### config.mk
export PLATFORM = sky130hd
export DESIGN_NAME = quadrature_dial_decoder_unit
export DESIGN_NICKNAME = d
export VERILOG_FILES = /design/src/qdd_pkg.sv /design/src/qdd_front.sv /design/src/qdd_queue.sv /design/src/qdd_back.sv /design/src/quadrature_dial_decoder_unit.sv
export SDC_FILE = /design/constraint.sdc
export NUM_CORES = 1
export LEC_CHECK = 0
export BUFFER_PORTS_ARGS = -buffer_cell sky130_fd_sc_hd__buf_2
export CAP_MARGIN = 20
export CORE_MARGIN = 1.5
export CORE_UTILIZATION = 60
export CTS_BUF_LIST = sky130_fd_sc_hd__clkbuf_4 sky130_fd_sc_hd__clkbuf_8
export CTS_CLUSTER_DIAMETER = 100
export DETAILED_ROUTE_END_ITERATION = 10
export PLACE_DENSITY = 0.79
export SYNTH_ARGS = -nofsm -noshare
export SYNTH_HDL_FRONTEND = slang
export SYNTH_SLANG_ARGS = --single-unit
### constraint.sdc
create_clock -name clk -period 9.3 [get_ports clk]
set_input_delay 0.465 -clock clk [delete_from_list [all_inputs] [get_ports clk]]
set_output_delay 0.465 -clock clk [all_outputs]
set_load 0.1 [all_outputs]
### src/qdd_pkg.sv
// ----------------------------------------------------------------------------
// qdd_pkg
// Shared types and constants of the quadrature dial decoder.
// ----------------------------------------------------------------------------
package qdd_pkg;

	localparam int unsigned TICKS_PER_SECOND = 1000000;
	localparam int unsigned RESYNC_TICKS     = 500000;

	localparam int unsigned SPEED_W = 20;
	localparam int unsigned CNT_W   = $clog2(SPEED_W);
	localparam logic [SPEED_W-1:0] TPS_VEC = SPEED_W'(TICKS_PER_SECOND);
	localparam logic [31:0] TPS_32    = 32'(TICKS_PER_SECOND);
	localparam logic [31:0] RESYNC_32 = 32'(RESYNC_TICKS);

	localparam int unsigned QUEUE_DEPTH = 2;
	localparam int unsigned QPTR_W      = $clog2(QUEUE_DEPTH);
	localparam int unsigned QCNT_W      = $clog2(QUEUE_DEPTH + 1);

	localparam logic [1:0] REG_DIVIDER      = 2'd0;
	localparam logic [1:0] REG_RANGE_ENABLE = 2'd1;
	localparam logic [1:0] REG_RANGE_MIN    = 2'd2;
	localparam logic [1:0] REG_RANGE_MAX    = 2'd3;

	localparam logic [1:0] MOVE_NONE = 2'd0;
	localparam logic [1:0] MOVE_UP   = 2'd1;
	localparam logic [1:0] MOVE_DOWN = 2'd2;

	localparam logic [1:0] STEP_NONE   = 2'd0;
	localparam logic [1:0] STEP_CW     = 2'd1;
	localparam logic [1:0] STEP_DOUBLE = 2'd2;

	typedef struct packed {
		logic        write;
		logic [1:0]  index;
		logic [31:0] data;
	} cfg_wr_t;

	typedef struct packed {
		logic        thresh;
		logic        up;
		logic        cw;
		logic        skp;
		logic [31:0] ts;
	} job_t;

	typedef enum logic {
		BK_IDLE,
		BK_DIV
	} bk_state_t;

endpackage

### src/qdd_front.sv
// ----------------------------------------------------------------------------
// qdd_front
// Takes encoder events, tracks the Gray code and the sub-counter, and
// hands one classified job per event to the job queue.
// ----------------------------------------------------------------------------
module qdd_front (
	input  logic              clk,
	input  logic              arst_n,
	input  qdd_pkg::cfg_wr_t  cfg,
	input  logic              push,
	input  logic              q_full,
	input  logic              level_a,
	input  logic              level_b,
	input  logic [31:0]       timestamp,
	output logic              enq,
	output qdd_pkg::job_t     job
);

	logic [7:0]        divider_q;
	logic [1:0]        last_gray_q;
	logic              primed_q;
	logic signed [8:0] sub_q;
	logic [31:0]       last_ev_q;

	logic [1:0]        gray;
	logic [1:0]        step;
	logic [7:0]        div_eff;
	logic [31:0]       gap;
	logic              resync;
	logic signed [9:0] sub_base;
	logic signed [9:0] sub_step;
	logic signed [9:0] div_s;
	logic              moving;
	logic              thresh;

	assign enq = push && !q_full;

	always_comb begin
		gray     = {level_b, level_a ^ level_b};
		step     = gray - last_gray_q;
		div_eff  = (divider_q == 8'd0) ? 8'd1 : divider_q;
		gap      = timestamp - last_ev_q;
		resync   = (div_eff > 8'd1) && (sub_q != 9'sd0) && (gap > qdd_pkg::RESYNC_32);
		sub_base = resync ? 10'sd0 : 10'(sub_q);
		moving   = (step != qdd_pkg::STEP_NONE) && (step != qdd_pkg::STEP_DOUBLE);
		sub_step = (step == qdd_pkg::STEP_CW) ? sub_base + 10'sd1 : sub_base - 10'sd1;
		div_s    = signed'({2'b00, div_eff});
		thresh   = moving && primed_q && ((sub_step >= div_s) || (-sub_step >= div_s));

		job.thresh = thresh;
		job.up     = !sub_step[9];
		job.cw     = primed_q && (step == qdd_pkg::STEP_CW);
		job.skp    = primed_q && (step == qdd_pkg::STEP_DOUBLE);
		job.ts     = timestamp;
	end

	always_ff @(posedge clk or negedge arst_n) begin
		if (!arst_n) begin
			divider_q   <= 8'd1;
			last_gray_q <= 2'd0;
			primed_q    <= 1'b0;
			sub_q       <= 9'sd0;
			last_ev_q   <= 32'd0;
		end else begin
			if (cfg.write && cfg.index == qdd_pkg::REG_DIVIDER) begin
				divider_q <= cfg.data[7:0];
			end
			if (enq) begin
				last_gray_q <= gray;
				if (!primed_q) begin
					primed_q <= 1'b1;
				end else begin
					last_ev_q <= timestamp;
					if (thresh) begin
						sub_q <= 9'sd0;
					end else if (moving) begin
						sub_q <= sub_step[8:0];
					end else begin
						sub_q <= sub_base[8:0];
					end
				end
			end
		end
	end

endmodule

### src/qdd_queue.sv
// ----------------------------------------------------------------------------
// qdd_queue
// Short job queue between the front and the back.
// ----------------------------------------------------------------------------
module qdd_queue (
	input  logic           clk,
	input  logic           arst_n,
	input  logic           enq,
	input  qdd_pkg::job_t  enq_job,
	input  logic           deq,
	output logic           full,
	output logic           avail,
	output qdd_pkg::job_t  head_job
);

	qdd_pkg::job_t                    entry_q [qdd_pkg::QUEUE_DEPTH];
	logic [qdd_pkg::QPTR_W-1:0]       head_q;
	logic [qdd_pkg::QPTR_W-1:0]       tail_q;
	logic [qdd_pkg::QCNT_W-1:0]       count_q;

	assign full     = (count_q == qdd_pkg::QCNT_W'(qdd_pkg::QUEUE_DEPTH));
	assign avail    = (count_q != '0);
	assign head_job = entry_q[head_q];

	always_ff @(posedge clk) begin
		if (enq) begin
			entry_q[tail_q] <= enq_job;
		end
	end

	always_ff @(posedge clk or negedge arst_n) begin
		if (!arst_n) begin
			head_q  <= '0;
			tail_q  <= '0;
			count_q <= '0;
		end else begin
			if (enq) begin
				tail_q <= (tail_q == qdd_pkg::QPTR_W'(qdd_pkg::QUEUE_DEPTH - 1)) ? '0 : tail_q + 1'b1;
			end
			if (deq) begin
				head_q <= (head_q == qdd_pkg::QPTR_W'(qdd_pkg::QUEUE_DEPTH - 1)) ? '0 : head_q + 1'b1;
			end
			if (enq && !deq) begin
				count_q <= count_q + 1'b1;
			end else if (deq && !enq) begin
				count_q <= count_q - 1'b1;
			end
		end
	end

endmodule

### src/qdd_back.sv
// ----------------------------------------------------------------------------
// qdd_back
// Carries out jobs: position move with range limits, speed estimate by a
// bit-serial divider (or set directly for a zero or over-long gap), and the result register.
// ----------------------------------------------------------------------------
module qdd_back (
	input  logic                          clk,
	input  logic                          arst_n,
	input  qdd_pkg::cfg_wr_t              cfg,
	input  logic                          avail,
	input  qdd_pkg::job_t                 head_job,
	output logic                          deq,
	input  logic                          pop,
	output logic                          empty,
	output logic signed [31:0]            position,
	output logic [1:0]                    move,
	output logic                          step_clockwise,
	output logic                          blocked,
	output logic                          skipped,
	output logic [qdd_pkg::SPEED_W-1:0]   speed
);

	qdd_pkg::bk_state_t state_q, state_d;

	logic                         range_en_q;
	logic signed [31:0]           range_min_q;
	logic signed [31:0]           range_max_q;
	logic signed [31:0]           pos_q;
	logic [31:0]                  last_move_q;
	logic [qdd_pkg::SPEED_W-1:0]  speed_q;
	logic                         out_valid_q;

	logic [qdd_pkg::SPEED_W-1:0]  diff_q;
	logic [qdd_pkg::SPEED_W-1:0]  rem_q;
	logic [qdd_pkg::SPEED_W-1:0]  quo_q;
	logic [qdd_pkg::CNT_W-1:0]    cnt_q;

	logic                         out_free;
	logic [31:0]                  diff;
	logic                         blk;
	logic [qdd_pkg::SPEED_W:0]    rem_sh;
	logic                         rem_ge;
	logic                         div_done;
	logic                         take_direct;

	assign empty    = !out_valid_q;
	assign out_free = !out_valid_q || pop;
	assign speed    = speed_q;

	always_comb begin
		diff   = head_job.ts - last_move_q;
		blk    = range_en_q && (head_job.up ? (pos_q >= range_max_q) : (pos_q <= range_min_q));
		rem_sh = {rem_q, qdd_pkg::TPS_VEC[cnt_q]};
		rem_ge = rem_sh >= {1'b0, diff_q};
		div_done = (state_q == qdd_pkg::BK_DIV) && (cnt_q == '0);

		state_d     = state_q;
		deq         = 1'b0;
		take_direct = 1'b0;
		case (state_q)
			qdd_pkg::BK_IDLE: begin
				if (avail && out_free) begin
					deq = 1'b1;
					if (head_job.thresh && diff <= qdd_pkg::TPS_32 && diff != 32'd0) begin
						state_d = qdd_pkg::BK_DIV;
					end else begin
						take_direct = 1'b1;
					end
				end
			end
			qdd_pkg::BK_DIV: begin
				if (cnt_q == '0) begin
					state_d = qdd_pkg::BK_IDLE;
				end
			end
			default: state_d = qdd_pkg::BK_IDLE;
		endcase
	end

	always_ff @(posedge clk or negedge arst_n) begin
		if (!arst_n) begin
			state_q <= qdd_pkg::BK_IDLE;
		end else begin
			state_q <= state_d;
		end
	end

	// arithmetic and result state
	always_ff @(posedge clk or negedge arst_n) begin
		if (!arst_n) begin
			range_en_q  <= 1'b0;
			range_min_q <= 32'sh8000_0000;
			range_max_q <= 32'sh7fff_ffff;
			pos_q       <= 32'sd0;
			last_move_q <= 32'd0;
			speed_q     <= '0;
			out_valid_q <= 1'b0;
			cnt_q       <= '0;
		end else begin
			if (cfg.write) begin
				case (cfg.index)
					qdd_pkg::REG_RANGE_ENABLE: begin
						range_en_q <= cfg.data[0];
						if (cfg.data[0]) begin
							if (range_min_q > pos_q) begin
								pos_q <= range_min_q;
							end else if (range_max_q < pos_q) begin
								pos_q <= range_max_q;
							end
						end
					end
					qdd_pkg::REG_RANGE_MIN: range_min_q <= signed'(cfg.data);
					qdd_pkg::REG_RANGE_MAX: range_max_q <= signed'(cfg.data);
					default: ;
				endcase
			end

			out_valid_q <= (out_valid_q && !pop) || take_direct || div_done;

			if (deq) begin
				if (head_job.thresh) begin
					if (!blk) begin
						pos_q       <= head_job.up ? pos_q + 32'sd1 : pos_q - 32'sd1;
						last_move_q <= head_job.ts;
					end
					if (diff > qdd_pkg::TPS_32) begin
						speed_q <= qdd_pkg::SPEED_W'(1);
					end else if (diff == 32'd0) begin
						speed_q <= qdd_pkg::TPS_VEC;
					end
				end
				cnt_q <= qdd_pkg::CNT_W'(qdd_pkg::SPEED_W - 1);
			end else if (state_q == qdd_pkg::BK_DIV) begin
				cnt_q <= cnt_q - 1'b1;
			end

			if (div_done) begin
				speed_q <= {quo_q[qdd_pkg::SPEED_W-2:0], rem_ge};
			end
		end
	end

	// payload registers
	always_ff @(posedge clk) begin
		if (deq) begin
			move           <= (head_job.thresh && !blk) ?
				(head_job.up ? qdd_pkg::MOVE_UP : qdd_pkg::MOVE_DOWN) : qdd_pkg::MOVE_NONE;
			step_clockwise <= head_job.cw;
			blocked        <= head_job.thresh && blk;
			skipped        <= head_job.skp;
			diff_q         <= diff[qdd_pkg::SPEED_W-1:0];
			rem_q          <= '0;
			quo_q          <= '0;
		end else if (state_q == qdd_pkg::BK_DIV) begin
			rem_q <= rem_ge ? qdd_pkg::SPEED_W'(rem_sh - {1'b0, diff_q})
				: rem_sh[qdd_pkg::SPEED_W-1:0];
			quo_q <= {quo_q[qdd_pkg::SPEED_W-2:0], rem_ge};
		end
	end

	assign position = pos_q;

endmodule

### src/quadrature_dial_decoder_unit.sv
// ----------------------------------------------------------------------------
// quadrature_dial_decoder_unit
// Quadrature rotary dial decoder: Gray step tracking, divided position with
// optional range limits, and a moves-per-second speed estimate.
//
//   channel   handshake        payload
//   input     push / full      level_a, level_b, timestamp
//   result    empty / pop      position, move, step_clockwise, blocked,
//                              skipped, speed
//   config    cfg_write        cfg_index, cfg_data
//
// The front takes an event every cycle while the two-entry job queue has room.
// The back retires a job directly, or, when the position threshold is hit and
// the speed needs the 20-step bit-serial divider, once the divider has finished.
// A result waits in the result register; the back stalls while it is held
// and the queue absorbs up to two further events. Reset is asynchronous and
// clears all but the payload and queue data registers; no clearing pass is needed.
// ----------------------------------------------------------------------------
module quadrature_dial_decoder_unit (
	input  logic                          clk,
	input  logic                          arst_n,
	input  logic                          cfg_write,
	input  logic [1:0]                    cfg_index,
	input  logic [31:0]                   cfg_data,
	input  logic                          push,
	output logic                          full,
	input  logic                          level_a,
	input  logic                          level_b,
	input  logic [31:0]                   timestamp,
	output logic                          empty,
	input  logic                          pop,
	output logic signed [31:0]            position,
	output logic [1:0]                    move,
	output logic                          step_clockwise,
	output logic                          blocked,
	output logic                          skipped,
	output logic [qdd_pkg::SPEED_W-1:0]   speed
);

	qdd_pkg::cfg_wr_t cfg;
	qdd_pkg::job_t    enq_job;
	qdd_pkg::job_t    head_job;
	logic             enq;
	logic             deq;
	logic             avail;

	assign cfg.write = cfg_write;
	assign cfg.index = cfg_index;
	assign cfg.data  = cfg_data;

	qdd_front u_front (
		.clk       (clk),
		.arst_n    (arst_n),
		.cfg       (cfg),
		.push      (push),
		.q_full    (full),
		.level_a   (level_a),
		.level_b   (level_b),
		.timestamp (timestamp),
		.enq       (enq),
		.job       (enq_job)
	);

	qdd_queue u_queue (
		.clk      (clk),
		.arst_n   (arst_n),
		.enq      (enq),
		.enq_job  (enq_job),
		.deq      (deq),
		.full     (full),
		.avail    (avail),
		.head_job (head_job)
	);

	qdd_back u_back (
		.clk            (clk),
		.arst_n         (arst_n),
		.cfg            (cfg),
		.avail          (avail),
		.head_job       (head_job),
		.deq            (deq),
		.pop            (pop),
		.empty          (empty),
		.position       (position),
		.move           (move),
		.step_clockwise (step_clockwise),
		.blocked        (blocked),
		.skipped        (skipped),
		.speed          (speed)
	);

endmodule

==> results.tsv, run 1 <==
stage	metric	value	unit
finish	syn_to_final_growth	12.2	%
placement	portBuffers	131	
placement	gp_congestion	0.940	
route	drc	0	
placement	place_ws	1.94	ns
timing	rsz0062_at_grt	no	
floorplan	die_area	38300	um2
route	viasPerCell	6.12	
floorplan	die_width	196	um
logic_synthesis	synth_area	22300	um2
grt	grt_pass1_vias	17571	
setup_path	start_kind	input pin	
floorplan	start_util	0.609	
placement	dpl.hpwl	39800	um
floorplan	dieHeight	196	um
logic_synthesis	synthDistinctLibCells	89	
timing	slew_violations	0	
finish	num-nets-final	2707	
setup_path	cp-end-kind	register	
clock_network	clkTransAtPathRegs	0.06	ns
grt	grt_usage	0.284	
route	drt_first_pass_iters	6	
route	drt-total-wl	54600	um
grt	grt_pass1_wl	88100	um
finish	drive_above_1_share	0.190	
finish	multiInputGateArea	12300	um2
route	routedWlPerCell	18.6	um
timing	skew	0.0237	ns
outcome	status	complete, no violations	
route	vias	18019	
logic_synthesis	ys_dominant_reg_cell	dfrtp_1	
timing	setup_viol	0	
finish	fillCellCount	2816	
timing	worst_slew_pin_slew	1.03	ns
setup_path	crit_arrival	7.60	ns
timing	timing.final.crit_share	0.777	
logic_synthesis	ys_seq_area_frac	0.406	
logic_synthesis	syn_area_per_cell	9.79	um2
floorplan	rows	70	
timing	fin_setup_tns	0	ns
finish	ff_latch_area	9040	um2
run	cap_violations	0	
timing	final_hold_viol_count	0	
setup_path	crit_fanout	11	
clock_network	cts_sinks	348	
min_path	hp-class	in -> reg	
clock_network	cts_max_level	2	
grt	grt_max_degree	117	
setup_path	critical_path_required	9.68	ns
route	initialDrtViolationCount	1337	
logic_synthesis	yosys_register_bits	348	
timing	fin_crit	7.23	ns
finish	mostFrequentLayoutCells	ha_1 (206), inv_1 (184), o21ai_0 (180)	
logic_synthesis	async_reset_ff_frac	0.609	
logic_synthesis	synth_edf_count	97	
finish	final_common_cell	ha_1	
timing	timing.slew.headroom	0.315	
clock_network	root_buffer	clkbuf_8	
clock_network	clock_latency	0.66	ns
logic_synthesis	yosys_warnings	0	
setup_path	cpMaxStageDelayCell	or4b_4	
setup_path	path_class	in -> reg	
logic_synthesis	syn-num-nets	2560	
grt	grt_antenna_before_repair	3	
floorplan	io_pins	132	
timing	max_freq	138	MHz
grt	gr-total-overflow	0	
clock_network	cts_tree	built	
floorplan	core_area	36600	um2
route	drtAntennaViolNets	0	
timing	worst_slack	2.07	ns
clock_network	cts.path.max_buffers	3	
clock_network	post-cts-setup-buffer-count	0	
logic_synthesis	netlist_instances	2276	
setup_path	slowest_delay	0.61	ns
clock_network	numCtsBuffers	59	
[area by class of cell]
class                      count  area share
multi-input combinational   1667       0.491
tap                          468      0.0234
inverter                     185      0.0278
sequential                   348       0.362
clock inverter                13     0.00981
timing repair buffer         162      0.0384
antenna                        3    0.000300
clock buffer                  97      0.0476
[stage by stage]
stage / instances / utilization / hold WS [ns] / area [um2]
after floorplan: 2276 / - / 0.169 / 22300
after global placement: 2816 / 0.639 / 0.450 / 23400
after detailed placement: 2817 / 0.640 / 0.460 / 23400
after CTS: 2937 / 0.682 / 0.00793 / 25000
after global routing: 2941 / 0.683 / 0.0248 / 25000
final: 2943 / 0.683 / 0.0374 / 25000
[routing by layer]
layer	vias to the layer above	GRT usage	wire (um)
met5	-	0	0
met4	0	0.101	1690
met3	115	0.0502	2850
met2	503	0.458	24700
met1	8736	0.387	25400
li1	8665	-	-
[flip-flops by register name (all words and copies together), names as in the netlist, 19 cells and up]
name	count
u_back.position	32
u_back.speed	20
u_front.last_ev_q	32
u_back.rem_q	20
u_back.range_min_q	32
u_back.last_move_q	32
u_back.range_max_q	32
u_back.diff_q	20
u_queue.entry_q	72
u_back.quo_q	19
[synthesized netlist by cell type (51+ instances only)]
| master | count | share of area |
|---|---|---|
| ha_1 | 206 | 0.12 |
| inv_1 | 184 | 0.031 |
| o21ai_0 | 180 | 0.040 |
| dfrtp_1 | 179 | 0.20 |
| nand2_1 | 176 | 0.030 |
| a21oi_1 | 130 | 0.029 |
| mux2_2 | 128 | 0.065 |
| nor2_1 | 112 | 0.019 |
| edfxtp_1 | 97 | 0.13 |
| clkbuf_1 | 62 | 0.010 |
| nand3_1 | 57 | 0.013 |
| xnor2_1 | 51 | 0.020 |
[worst paths after layout]
path                                                   from                                 end  cells after the start  slack (ns)
setup / recovery                              timestamp[15]    u_queue.entry_q[0][35]$_DFFE_PP_                     27        2.07
hold / removal                                 timestamp[0]     u_queue.entry_q[0][0]$_DFFE_PP_                      1        0.04
setup reg to reg           u_front.last_ev_q[0]$_DFFE_PN0P_    u_queue.entry_q[0][35]$_DFFE_PP_                     27        2.14
hold reg to reg               u_back.quo_q[18]$_SDFFE_PP0P_       u_back.quo_q[18]$_SDFFE_PP0P_                      2        0.47
max in group asynchronous                            arst_n          u_queue.head_q$_DFFE_PN0P_                      3        7.57
min in group asynchronous                            arst_n  u_back.range_min_q[18]$_DFFE_PN0P_                      2        0.46
[what timing repair did]
item / CTS / global route
setup endpoints to repair: 0 / 0
hold endpoints to repair: 105 / 0
hold buffers: 10 / 0
resized for setup: 0 / 0
[cell families (layout without fill, tap and decap cells)]
kind of cell,Yosys count,in the layout,synth area share
AND/OR/NAND/NOR,582,582,0.130
XOR/XNOR,90,90,0.0354
other,0,3,0
buffers and inverters,261,457,0.0443
flip-flops,348,348,0.406
AO/OA/AOI/OAI,628,628,0.187
multiplexers,156,156,0.0773
adder cells (fa/ha/maj),211,211,0.120
[critical path: cells and delay by family]
kind	cells	cell delay [ns]
AOI/OAI and AO/OA	10	2.59
xor gates and xnor gates	3	0.56
adders and majority gates	3	0.99
buffers and inverters	2	0.67
and+or+nand+nor	9	2.33
Power of run 1 is not shown: default switching activity piles up to over one toggle a cycle in this logic, so the estimate is an artifact.
==> run 2: changes to the inputs <==
--- a/config.mk
+++ b/config.mk
@@ -8,11 +8,11 @@
 export BUFFER_PORTS_ARGS = -buffer_cell sky130_fd_sc_hd__buf_2
 export CAP_MARGIN = 20
 export CORE_MARGIN = 1.5
-export CORE_UTILIZATION = 60
+export CORE_UTILIZATION = 58
 export CTS_BUF_LIST = sky130_fd_sc_hd__clkbuf_4 sky130_fd_sc_hd__clkbuf_8
 export CTS_CLUSTER_DIAMETER = 100
 export DETAILED_ROUTE_END_ITERATION = 10
-export PLACE_DENSITY = 0.79
+export PLACE_DENSITY = 0.8
 export SYNTH_ARGS = -nofsm -noshare
 export SYNTH_HDL_FRONTEND = slang
 export SYNTH_SLANG_ARGS = --single-unit
==> constraint.sdc (replaced) <==
create_clock -name clk -period 6.4 [get_ports clk]
set_input_delay 0.32 -clock clk [delete_from_list [all_inputs] [get_ports clk]]
set_output_delay 0.32 -clock clk [all_outputs]
set_load 0.1 [all_outputs]
==> run 2 against run 1 <==
Hold slack improved by 0.015 ns. Count of clock-buffer cells in the layout fell by 9. Global-route usage up 1.6 points. The run now ends with negative setup slack left. Via count rose by 4.8%. Flip-flop and latch count unchanged. Final cell count grew 6.8%. Critical path depth rose by 3. Cell area increased by 6.1%. Wire length is 7.3% higher.
==> results.tsv, run 2 (same netlist as run 1, synthesis figures left out) <==
stage	metric	value	unit
outcome	status	complete, but fails checks	
outcome	violations	negative setup slack	
timing	setup_viol	7	
finish	num-nets-final	2865	
floorplan	io_pins	132	
clock_network	numCtsBuffers	58	
route	drt_first_pass_iters	5	
setup_path	start_kind	register	
clock_network	cts_sinks	348	
placement	dpl.hpwl	41300	um
setup_path	crit_arrival	7.04	ns
floorplan	rows	71	
route	vias	18889	
clock_network	root_buffer	clkbuf_8	
finish	post_layout_nonfiller_instances	3143	
grt	grt_pass1_vias	18773	
finish	final_common_cell	ha_1	
grt	grt_antenna_before_repair	1	
timing	rsz0062_at_grt	yes	
route	viasPerCell	6.01	
route	drt-total-wl	58600	um
clock_network	cts.path.max_buffers	3	
route	drc	0	
floorplan	die_area	39600	um2
clock_network	cts_tree	built	
floorplan	die_width	199	um
floorplan	dieHeight	199	um
grt	grt_pass1_wl	94800	um
finish	largest_register	u_queue.entry_q	
setup_path	path_class	reg -> reg	
min_path	hp-class	in -> reg	
finish	largest_reg_flops	72	
setup_path	cpMaxStageDelayCell	a2111oi_4	
route	initialDrtViolationCount	1318	
finish	syn_to_final_growth	19.0	%
placement	gp_congestion	0.947	
clock_network	clock_latency	0.67	ns
setup_path	cp-end-kind	register	
finish	mostFrequentLayoutCells	ha_1 (204), inv_1 (184), dfrtp_1 (177)	
grt	grt_max_degree	88	
setup_path	critical_path_required	6.98	ns
grt	grt_usage	0.300	
route	drtAntennaViolNets	0	
clock_network	clkTransAtPathRegs	0.06	ns
finish	fillCellCount	2765	
timing	slew_violations	0	
route	routedWlPerCell	18.6	um
timing	fin_crit	6.46	ns
timing	timing.final.crit_share	1.01	
floorplan	start_util	0.590	
placement	portBuffers	131	
grt	gr-total-overflow	0	
timing	max_freq	155	MHz
timing	worst_slew_pin_slew	1.04	ns
finish	drive_above_1_share	0.225	
setup_path	crit_fanout	5	
placement	dp.cells	2955	
run	cap_violations	0	
timing	skew	0.0347	ns
clock_network	cts_max_level	2	
timing	worst_slack	-0.0621	ns
timing	timing.slew.headroom	0.304	
timing	final_hold_viol_count	0	
setup_path	slowest_delay	0.42	ns
floorplan	core_area	37800	um2
## run 2: worst paths after layout
path	startpoint	endpoint	slack (ns)	cells past startpoint
max reg2reg	u_front.last_ev_q[0]$_DFFE_PN0P_	u_front.sub_q[5]$_DFFE_PN0P_	-0.06	30
min	cfg_index[1]	u_back.range_en_q$_DFFE_PN0P_	0.05	5
max in group asynchronous	arst_n	u_front.last_ev_q[1]$_DFFE_PN0P_	4.74	3
min reg2reg	u_back.quo_q[18]$_SDFFE_PP0P_	u_back.quo_q[18]$_SDFFE_PP0P_	0.47	2
max	u_front.last_ev_q[0]$_DFFE_PN0P_	u_front.sub_q[5]$_DFFE_PN0P_	-0.06	30
min in group asynchronous	arst_n	u_back.position[26]$_DFF_PN0_	0.27	2
## run 2: per-layer routing
| layer | up-vias | part of all wire | GRT usage |
|---|---|---|---|
| met5 | - | 0 | 0 |
| li1 | 8980 | - | - |
| met4 | 0 | 0.030 | 0.106 |
| met2 | 623 | 0.47 | 0.497 |
| met1 | 9153 | 0.44 | 0.399 |
| met3 | 133 | 0.059 | 0.0456 |
## run 2: final cells by class
| cell class | count | area [um2] | share of cell area |
|---|---|---|---|
| multi-input combinational | 1667 | 12500 | 0.470 |
| sequential | 348 | 9040 | 0.341 |
| antenna | 1 | 2.50 | 0.0000944 |
| clock inverter | 22 | 302 | 0.0114 |
| clock buffer | 88 | 1070 | 0.0405 |
| tap | 511 | 639 | 0.0241 |
| inverter | 185 | 697 | 0.0263 |
| timing repair buffer | 321 | 2290 | 0.0865 |
## run 2: worst max-delay path, delay by kind of cell (launching register included)
family / cells / cell delay, ns
flops: 1 / 0.40
fa+ha+maj: 4 / 1.08
buf+inv: 2 / 0.31
xor+xnor: 1 / 0.19
compound gates: 15 / 3.16
simple gates: 8 / 1.26
## run 2: what timing repair did
item / CTS / global route
pin swaps: 10 / 23
endpoints found under the hold margin: 228 / 0
resized for setup: 21 / 19
setup endpoints to repair: 10 / 11
cloned: 1 / 0
hold buffers: 67 / 0
buffers inserted: 0 / 7
## run 2: metrics by stage
stage / setup slack [ns] / cell area [um2] / util / TNS (ns) / hold slack [ns]
final: -0.0621 / 26500 / 0.702 / -0.375 / 0.0521
after global routing: -0.371 / 26500 / 0.702 / -3.32 / 0.0488
after CTS: 0.00644 / 26300 / 0.697 / 0 / 0.0168
after detailed placement: -0.334 / 24200 / 0.641 / -2.99 / 0.377
after global placement: -0.124 / 24200 / 0.641 / -0.942 / 0.368
after floorplan: 0.118 / 22300 / - / 0 / 0.0244
Power of run 2 is left out for the same reason.
